### config.mk
export PLATFORM = sky130hd
export DESIGN_NAME = i2c_master_transfer_sequencer
export DESIGN_NICKNAME = d
export VERILOG_FILES = /design/src/hdl/i2cms_pkg.sv /design/src/hdl/i2cms_step.sv /design/src/hdl/i2cms_out_buf.sv /design/src/hdl/i2c_master_transfer_sequencer.sv
export SDC_FILE = /design/constraint.sdc
export NUM_CORES = 1
export LEC_CHECK = 0
export BUFFER_PORTS_ARGS = -buffer_cell sky130_fd_sc_hd__buf_2
export CAP_MARGIN = 20
export CORE_MARGIN = 1
export CORE_UTILIZATION = 59
export DETAILED_ROUTE_END_ITERATION = 10
export GPL_TIMING_DRIVEN = 0
export PLACE_DENSITY = 0.8
export SYNTH_ARGS = -nofsm -noshare
export SYNTH_HDL_FRONTEND = slang
export SYNTH_SLANG_ARGS = --single-unit
### constraint.sdc
create_clock -name clk -period 6.3 [get_ports clk]
set_clock_uncertainty 0.2 [all_clocks]
set_input_delay 0.945 -clock clk [delete_from_list [all_inputs] [get_ports clk]]
set_output_delay 0.945 -clock clk [all_outputs]
set_load 0.01 [all_outputs]
### src/hdl/i2cms_pkg.sv
// ----------------------------------------------------------------------------
// i2cms_pkg: shared types and codes of the I2C master transfer sequencer
// Request codes, action-word codes, phase encoding and the request and
// action structures passed between the sequencer's modules.
// ----------------------------------------------------------------------------
package i2cms_pkg;

  // Request types
  localparam logic [2:0] REQ_PLAIN_READ = 3'd0;
  localparam logic [2:0] REQ_REG_WRITE  = 3'd1;
  localparam logic [2:0] REQ_REG_READ   = 3'd2;
  localparam logic [2:0] REQ_STATUS     = 3'd3;
  localparam logic [2:0] REQ_ERROR      = 3'd4;

  // ACK control codes
  localparam logic [1:0] ACK_KEEP = 2'd0;
  localparam logic [1:0] ACK_ON   = 2'd1;
  localparam logic [1:0] ACK_OFF  = 2'd2;

  // Interrupt mask control codes
  localparam logic [1:0] IRQ_KEEP     = 2'd0;
  localparam logic [1:0] IRQ_BUF_ON   = 2'd1;
  localparam logic [1:0] IRQ_ALL_OFF  = 2'd2;
  localparam logic [1:0] IRQ_EVT_ONLY = 2'd3;

  // Completion codes
  localparam logic [1:0] DONE_NONE = 2'd0;
  localparam logic [1:0] DONE_OK   = 2'd1;
  localparam logic [1:0] DONE_FAIL = 2'd2;

  // Phase codes as reported on phase_now
  localparam logic [2:0] PHC_IDLE     = 3'd0;
  localparam logic [2:0] PHC_START    = 3'd1;
  localparam logic [2:0] PHC_START_RD = 3'd2;
  localparam logic [2:0] PHC_ADDRESS  = 3'd3;
  localparam logic [2:0] PHC_READING  = 3'd4;
  localparam logic [2:0] PHC_ERROR    = 3'd6;

  // Transfer phase, one-hot
  typedef enum logic [4:0] {
    PH_IDLE     = 5'b00001,
    PH_START    = 5'b00010,
    PH_START_RD = 5'b00100,
    PH_ADDRESS  = 5'b01000,
    PH_READING  = 5'b10000
  } phase_t;

  // Transfer context held between requests
  typedef struct packed {
    phase_t      phase;
    logic [7:0]  target_addr;
    logic [7:0]  register_addr;
    logic [15:0] byte_count;
    logic [15:0] byte_index;
    logic        is_read;
  } seq_state_t;

  // One incoming request
  typedef struct packed {
    logic [2:0]  req_type;
    logic [7:0]  slave_addr;
    logic [7:0]  reg_addr;
    logic [15:0] length;
    logic        flag_sb;
    logic        flag_addr;
    logic        flag_btf;
    logic        flag_txe;
    logic        flag_rxne;
    logic        flag_ack_fail;
    logic [7:0]  data_byte;
  } req_t;

  // One action word
  typedef struct packed {
    logic        send_valid;
    logic [7:0]  send_byte;
    logic        gen_start;
    logic        gen_stop;
    logic [1:0]  ack_ctrl;
    logic [1:0]  irq_ctrl;
    logic        store_valid;
    logic [15:0] buffer_index;
    logic [7:0]  store_byte;
    logic [1:0]  done_res;
    logic [2:0]  phase_now;
  } act_t;

  // Map the one-hot phase to its reported code
  function automatic logic [2:0] phase_code(input phase_t ph);
    logic [2:0] code;
    unique case (ph)
      PH_IDLE:     code = PHC_IDLE;
      PH_START:    code = PHC_START;
      PH_START_RD: code = PHC_START_RD;
      PH_ADDRESS:  code = PHC_ADDRESS;
      PH_READING:  code = PHC_READING;
      default:     code = PHC_IDLE;
    endcase
    return code;
  endfunction

endpackage

### src/hdl/i2cms_step.sv
// ----------------------------------------------------------------------------
// i2cms_step: action decode and next transfer context
// Turns one request and the current transfer context into one action word
// and the context that follows it.
// ----------------------------------------------------------------------------
module i2cms_step (
  input  i2cms_pkg::req_t       req,
  input  i2cms_pkg::seq_state_t cur,
  output i2cms_pkg::act_t       act,
  output i2cms_pkg::seq_state_t nxt
);

  logic done_ok;
  logic err;

  always_comb begin
    act     = '0;
    nxt     = cur;
    done_ok = 1'b0;
    err     = 1'b0;

    unique case (req.req_type) inside
      // Start a new transfer unless length is zero; abandon any running one
      i2cms_pkg::REQ_PLAIN_READ, i2cms_pkg::REQ_REG_WRITE, i2cms_pkg::REQ_REG_READ: begin
        if (req.length != 16'd0) begin
          nxt.target_addr   = req.slave_addr;
          nxt.register_addr = req.reg_addr;
          nxt.byte_count    = req.length;
          nxt.byte_index    = 16'd0;
          nxt.is_read       = (req.req_type != i2cms_pkg::REQ_REG_WRITE);
          nxt.phase         = (req.req_type == i2cms_pkg::REQ_PLAIN_READ) ?
                              i2cms_pkg::PH_START_RD : i2cms_pkg::PH_START;
          act.gen_start     = 1'b1;
          act.irq_ctrl      = i2cms_pkg::IRQ_EVT_ONLY;
        end
      end

      // Bus error: fail the transfer from any phase
      i2cms_pkg::REQ_ERROR: begin
        act.irq_ctrl = req.flag_ack_fail ? i2cms_pkg::IRQ_ALL_OFF : i2cms_pkg::IRQ_KEEP;
        act.done_res = i2cms_pkg::DONE_FAIL;
        nxt.phase    = i2cms_pkg::PH_IDLE;
        err          = 1'b1;
      end

      // Peripheral status event, ignored while idle
      i2cms_pkg::REQ_STATUS: begin
        if (cur.phase != i2cms_pkg::PH_IDLE) begin
          if (req.flag_sb) begin
            // Start sent: address the slave in the proper direction
            if (cur.phase == i2cms_pkg::PH_START) begin
              act.send_valid = 1'b1;
              act.send_byte  = {cur.target_addr[7:1], 1'b0};
              nxt.phase      = i2cms_pkg::PH_ADDRESS;
            end else if (cur.phase == i2cms_pkg::PH_START_RD) begin
              act.ack_ctrl   = i2cms_pkg::ACK_ON;
              act.send_valid = 1'b1;
              act.send_byte  = {cur.target_addr[7:1], 1'b1};
              nxt.phase      = i2cms_pkg::PH_READING;
            end
          end else if (req.flag_addr) begin
            // Address acknowledged: send register address, open buffer irq, ACK off if reading one byte
            if (cur.phase == i2cms_pkg::PH_ADDRESS) begin
              act.send_valid = 1'b1;
              act.send_byte  = cur.register_addr;
            end
            if (cur.byte_count == 16'd1 && cur.phase == i2cms_pkg::PH_READING) begin
              act.ack_ctrl = i2cms_pkg::ACK_OFF;
            end
            act.irq_ctrl = i2cms_pkg::IRQ_BUF_ON;
          end else if (req.flag_btf && req.flag_txe) begin
            if (cur.is_read) begin
              // Register sent: repeated start in read direction
              if (cur.phase == i2cms_pkg::PH_ADDRESS) begin
                act.gen_start = 1'b1;
                nxt.phase     = i2cms_pkg::PH_START_RD;
              end
            end else begin
              // Write: send next buffer byte
              act.send_valid   = 1'b1;
              act.send_byte    = req.data_byte;
              act.buffer_index = nxt.byte_index;
              nxt.byte_index   = nxt.byte_index + 16'd1;
              if (nxt.byte_index == cur.byte_count) begin
                act.irq_ctrl = i2cms_pkg::IRQ_ALL_OFF;
                act.gen_stop = 1'b1;
                done_ok      = 1'b1;
              end
            end
          end

          // Received byte: store it, drop ACK before the last one
          if (req.flag_rxne) begin
            act.store_valid  = 1'b1;
            act.store_byte   = req.data_byte;
            act.buffer_index = nxt.byte_index;
            nxt.byte_index   = nxt.byte_index + 16'd1;
            if (nxt.byte_index == cur.byte_count - 16'd1) begin
              act.ack_ctrl = i2cms_pkg::ACK_OFF;
            end
            if (nxt.byte_index == cur.byte_count) begin
              act.gen_stop = 1'b1;
              act.irq_ctrl = i2cms_pkg::IRQ_ALL_OFF;
              done_ok      = 1'b1;
            end
          end

          if (done_ok) begin
            act.done_res = i2cms_pkg::DONE_OK;
            nxt.phase    = i2cms_pkg::PH_IDLE;
          end
        end
      end

      default: ;
    endcase

    act.phase_now = err ? i2cms_pkg::PHC_ERROR : i2cms_pkg::phase_code(nxt.phase);
  end

endmodule

### src/hdl/i2cms_out_buf.sv
// ----------------------------------------------------------------------------
// i2cms_out_buf: two-entry action word buffer
// Holds the result register and a skid entry so that new requests are
// taken while a finished action word waits for the consumer.
// ----------------------------------------------------------------------------
module i2cms_out_buf (
  input  logic            clk,
  input  logic            rst,
  input  logic            push,
  input  i2cms_pkg::act_t push_act,
  output logic            can_push,
  output logic            out_valid,
  input  logic            out_ready,
  output i2cms_pkg::act_t out_act
);

  logic            full0;
  logic            full1;
  i2cms_pkg::act_t head;
  i2cms_pkg::act_t skid;
  logic            take;

  assign take      = full0 && out_ready;
  assign can_push  = !full1;
  assign out_valid = full0;
  assign out_act   = head;

  // Occupancy flags
  always_ff @(posedge clk) begin
    if (rst) begin
      full0 <= 1'b0;
      full1 <= 1'b0;
    end else if (take) begin
      if (full1) begin
        full1 <= 1'b0;
      end else begin
        full0 <= push;
      end
    end else if (push) begin
      if (full0) begin
        full1 <= 1'b1;
      end else begin
        full0 <= 1'b1;
      end
    end
  end

  // Payload: refill head from skid or from the new request
  always_ff @(posedge clk) begin
    if (take) begin
      if (full1) begin
        head <= skid;
      end else if (push) begin
        head <= push_act;
      end
    end else if (push) begin
      if (full0) begin
        skid <= push_act;
      end else begin
        head <= push_act;
      end
    end
  end

endmodule

### src/hdl/i2c_master_transfer_sequencer.sv
// ----------------------------------------------------------------------------
// i2c_master_transfer_sequencer: I2C master register read/write sequencer
// Each request (start, status event or error) yields one action word that
// drives the I2C master peripheral through the transfer.
// ----------------------------------------------------------------------------
// One request is taken per clock while in_ready is high, and its action
// word is registered into the result buffer. The transfer context is
// updated by a single pass of decode logic at the edge that accepts the
// request, so back-to-back requests see each other's effects without stall.
// A two-entry result buffer sits at the output: in_ready drops only when
// both entries hold action words the consumer has not yet taken.
module i2c_master_transfer_sequencer (
  input  logic        clk,
  input  logic        rst,
  input  logic        in_valid,
  output logic        in_ready,
  input  logic [2:0]  req_type,
  input  logic [7:0]  slave_addr,
  input  logic [7:0]  reg_addr,
  input  logic [15:0] length,
  input  logic        flag_sb,
  input  logic        flag_addr,
  input  logic        flag_btf,
  input  logic        flag_txe,
  input  logic        flag_rxne,
  input  logic        flag_ack_fail,
  input  logic [7:0]  data_byte,
  output logic        out_valid,
  input  logic        out_ready,
  output logic        send_valid,
  output logic [7:0]  send_byte,
  output logic        gen_start,
  output logic        gen_stop,
  output logic [1:0]  ack_ctrl,
  output logic [1:0]  irq_ctrl,
  output logic        store_valid,
  output logic [15:0] buffer_index,
  output logic [7:0]  store_byte,
  output logic [1:0]  done_res,
  output logic [2:0]  phase_now
);

  i2cms_pkg::req_t       req;
  i2cms_pkg::seq_state_t state;
  i2cms_pkg::seq_state_t state_next;
  i2cms_pkg::act_t       act;
  i2cms_pkg::act_t       out_act;
  logic                  accept;

  assign req = '{
    req_type:      req_type,
    slave_addr:    slave_addr,
    reg_addr:      reg_addr,
    length:        length,
    flag_sb:       flag_sb,
    flag_addr:     flag_addr,
    flag_btf:      flag_btf,
    flag_txe:      flag_txe,
    flag_rxne:     flag_rxne,
    flag_ack_fail: flag_ack_fail,
    data_byte:     data_byte
  };

  assign accept = in_valid && in_ready;

  // Decode the request against the current context
  i2cms_step u_step (
    .req (req),
    .cur (state),
    .act (act),
    .nxt (state_next)
  );

  // Hold the transfer context; advance on each accepted request
  always_ff @(posedge clk) begin
    if (rst) begin
      state.phase         <= i2cms_pkg::PH_IDLE;
      state.target_addr   <= 8'd0;
      state.register_addr <= 8'd0;
      state.byte_count    <= 16'd0;
      state.byte_index    <= 16'd0;
      state.is_read       <= 1'b0;
    end else if (accept) begin
      state <= state_next;
    end
  end

  // Buffer action words toward the consumer
  i2cms_out_buf u_out_buf (
    .clk       (clk),
    .rst       (rst),
    .push      (accept),
    .push_act  (act),
    .can_push  (in_ready),
    .out_valid (out_valid),
    .out_ready (out_ready),
    .out_act   (out_act)
  );

  assign send_valid   = out_act.send_valid;
  assign send_byte    = out_act.send_byte;
  assign gen_start    = out_act.gen_start;
  assign gen_stop     = out_act.gen_stop;
  assign ack_ctrl     = out_act.ack_ctrl;
  assign irq_ctrl     = out_act.irq_ctrl;
  assign store_valid  = out_act.store_valid;
  assign buffer_index = out_act.buffer_index;
  assign store_byte   = out_act.store_byte;
  assign done_res     = out_act.done_res;
  assign phase_now    = out_act.phase_now;

endmodule

==> impl_results.md <==
* Worst Path Max Fanout at 10
* HPWL Detailed at 19800 µm
* Max Slew Vio Count at 0
* Run status: completed
* Average vias per placed instance at 6.31
* Net Sw Frac at 0.270
* Setup crit end: u_out_buf.out_act[2]
* LEAKAGE at 3.54 nW
* Final Net Count at 1161
* Fin crit share at 0.904
* Register share of total power at 0.443
* Filler cell count at 1136
* Internal power at 1.73 mW
* Tightest Hold Check Type: reg2reg
* Layout Cells excl Fill at 1296
* Num rows at 43
* CP startpoint: flag_addr
* Clk sink count at 143
* Reg2reg path depth at 17
* H-tree Lvls at 4
* Max_cap viols at 0
* CTS tree: done
* Setup Buffers After CTS at 0
* Asr flop ratio synth at 0
* Initial DRC Count at 975
* Cts-stage hold buffer count at 0
* First-pass GRT wire length at 41000 µm
* Worst slew margin at 0.278
* Crit path arrival time at 5.77 ns
* Final Setup Violations at 0
* Mapped Area at 8650 µm²
* CTS max path bufs at 2
* Worst-path clk slew at 0.07 ns
* Global-route usage over all layers at 0.369
* Setup crit start kind: primary input
* Die height at 123 µm
* Antenna violations before repair at 0
* Final count of hold timing violations at 0
* DRC at 0
* CTS resizes at 0
* Synth Instances at 986
* Via Count at 8179
* GP Congestion at 0.964
* Core footprint at 14100 µm²
* Fin crit period at 5.69 ns
* Post-route ant nets at 0
* Synth Register Bits at 143
* Reg2reg end: u_out_buf.out_act[2]
* WL final at 26900 µm
* CTS Root Cell: clkbuf_16
* Yosys cell types at 81
* Fmax at 176 MHz
* Wire length per cell at 20.7 µm
* Worst reg2reg startpoint: state[0]
* Critical path required time at 6.38 ns
* Top_reg_cell synth: edfxtp_1
* Clk network pwr share at 0.448
* PortBufs at 96
* Die ar. at 15200 µm²
* Combinational Power Share at 0.109
* I/O Pins at 100
* N_diodes at 0
* Grt total ovfl at 0
* Largest net degree at the start of global routing at 34
* Crit Path Class: in2reg
* Worst Setup End Kind: register
* First-pass iteration count of the detailed router at 5
* Setup TNS at 0 ns
* R2r setup slk at 0.73 ns
* Syn_area_per_cell at 8.77 µm²
* Placement Setup Slack at 0.431 ns
* Fraction of layout cells with a size suffix above 1 at 0.168
* Power per Cell Area at 236 nW/µm²
* Syn nets at 1044
* Post-synth EDFFs at 88
* YS warnings at 0
* Worst-margin pin slew at 1.07 ns
* Initial Utilization at 0.614
* Width of the die at 123 µm
* IR Drop Worst-Case VDD at 0.161 mV
* Unrepaired setup endpoints after global routing: false
* Register area share after synthesis at 0.433
* CTS Buf Count at 17
* Layout area overhead at 15.9%
* Skew-Pair Late Insertion Delay at 0.44 ns
* Placed Instances at 1264
* Number of global-route vias before repair at 7530
* Final setup margin at 0.605 ns
* Psw at 640 µW
[worst min path at each step]
stage | start | to | slack (ns) | depth (start not counted)
finish | state[44] | state[44] | 0.26 | 2
global route | state[40] | state[40] | 0.29 | 2
CTS | state[44] | state[44] | 0.26 | 2
detailed placement | state[44] | state[44] | 0.25 | 2
global placement | state[44] | state[44] | 0.24 | 2
floorplan | state[33] | state[33] | 0.24 | 2
[power by group through the flow]
stage,registers (mW),clock network [mW],logic (mW)
after CTS,1.05,1.06,0.254
after global routing,1.05,1.11,0.282
after detailed placement,1.07,0,0.252
after global placement,1.07,0,0.242
after floorplan,1.08,0,0.150
final,1.05,1.06,0.258
[final cells by class]
cell class              instances  area, µm²  area share
clock buffers                  17        425      0.0424
repair buffers                 98        520      0.0519
well taps                     180        225      0.0225
clock inverters                15        191      0.0191
flip-flops and latches        143       3740       0.373
inverters                      19       71.3     0.00711
multi-input cells             748       4510       0.450
plain buffers                  76        335      0.0334
[Yosys cell counts, drive strengths merged, types with 18 or more instances]
cell type	count	area share
a21oi	67	0.039
buf	23	0.016
clkbuf	53	0.023
dfxtp	55	0.13
edfxtp	88	0.31
inv	18	0.0078
mux2	19	0.025
nand2	175	0.076
nand3	24	0.014
nor2	91	0.040
nor3	26	0.017
nor4	27	0.021
o21ai	34	0.020
xnor2	56	0.057
xor2	22	0.022
[flip-flops by register name (all words and copies together) (netlist names)]
| register | flops |
|---|---|
| state | 53 |
| u_out_buf.full1 | 1 |
| u_out_buf.out_valid | 1 |
| u_out_buf.out_act | 44 |
| u_out_buf.skid | 44 |
[cells by family (layout without fill, tap and decap cells)]
logic type	Yosys count	after routing	synth area share
adder cells (fa/ha/maj)	5	5	0.00723
AND/OR/NAND/NOR	437	437	0.248
buffers and inverters	95	225	0.0470
multiplexers	26	26	0.0328
XOR/XNOR	78	78	0.0790
flip-flops	143	143	0.433
AO/OA/AOI/OAI	202	202	0.153
[layer usage]
metal	vias to the layer above	share of wire	wire, µm	global-route usage
met3	63	0.10	2770	0.0982
li1	3808	-	-	-
met1	3858	0.42	11400	0.505
met2	450	0.44	11900	0.554
met4	0	0.029	787	0.145
met5	-	0	0	0
[per-stage QoR]
| step | util | total power [mW] | instance area [µm²] | hold WS (ns) |
|---|---|---|---|---|
| final | 0.711 | 2.37 | 10000 | 0.263 |
| after global routing | 0.711 | 2.45 | 10000 | 0.289 |
| after CTS | 0.711 | 2.36 | 10000 | 0.259 |
| after detailed placement | 0.668 | 1.32 | 9410 | 0.251 |
| after global placement | 0.664 | 1.31 | 9360 | 0.243 |
| after floorplan | - | 1.23 | 8650 | 0.236 |
[cell usage in the layout, fill, tap and decap left out, types with 6 or more instances in the layout]
| master | n |
|---|---|
| a211oi_1 | 8 |
| a21oi_1 | 66 |
| a22oi_1 | 13 |
| a31oi_1 | 11 |
| a32oi_1 | 9 |
| and2_1 | 9 |
| and3_1 | 15 |
| buf_2 | 106 |
| buf_4 | 6 |
| clkbuf_1 | 53 |
| clkbuf_16 | 17 |
| dfxtp_1 | 55 |
| edfxtp_1 | 88 |
| inv_1 | 18 |
| mux2_2 | 19 |
| mux2i_1 | 7 |
| nand2_1 | 175 |
| nand2b_1 | 6 |
| nand3_1 | 23 |
| nand3b_1 | 7 |
| nand4_1 | 12 |
| nor2_1 | 90 |
| nor2b_1 | 8 |
| nor3_1 | 23 |
| nor4_1 | 25 |
| o211ai_1 | 8 |
| o21ai_0 | 33 |
| o31ai_1 | 13 |
| or3_1 | 6 |
| xnor2_1 | 56 |
| xor2_1 | 22 |
[worst max-delay path: stages]
cell and delay [ns]:
buf_2 0.12, and4bb_1 0.23, nand2_1 0.19, clkbuf_1 0.53, nand2_1 0.10, o21ai_0 0.22, ha_1 0.36, xor2_1 0.20
xnor2_1 0.10, xnor2_1 0.38, nand4_1 0.17, nor4_1 0.20, nand2_1 0.18, o41ai_2 0.62, o21a_1 0.27, and2_0 0.21
or4b_1 0.51, a31oi_1 0.22
No activity file was read; power rests on OpenSTA's default activity.
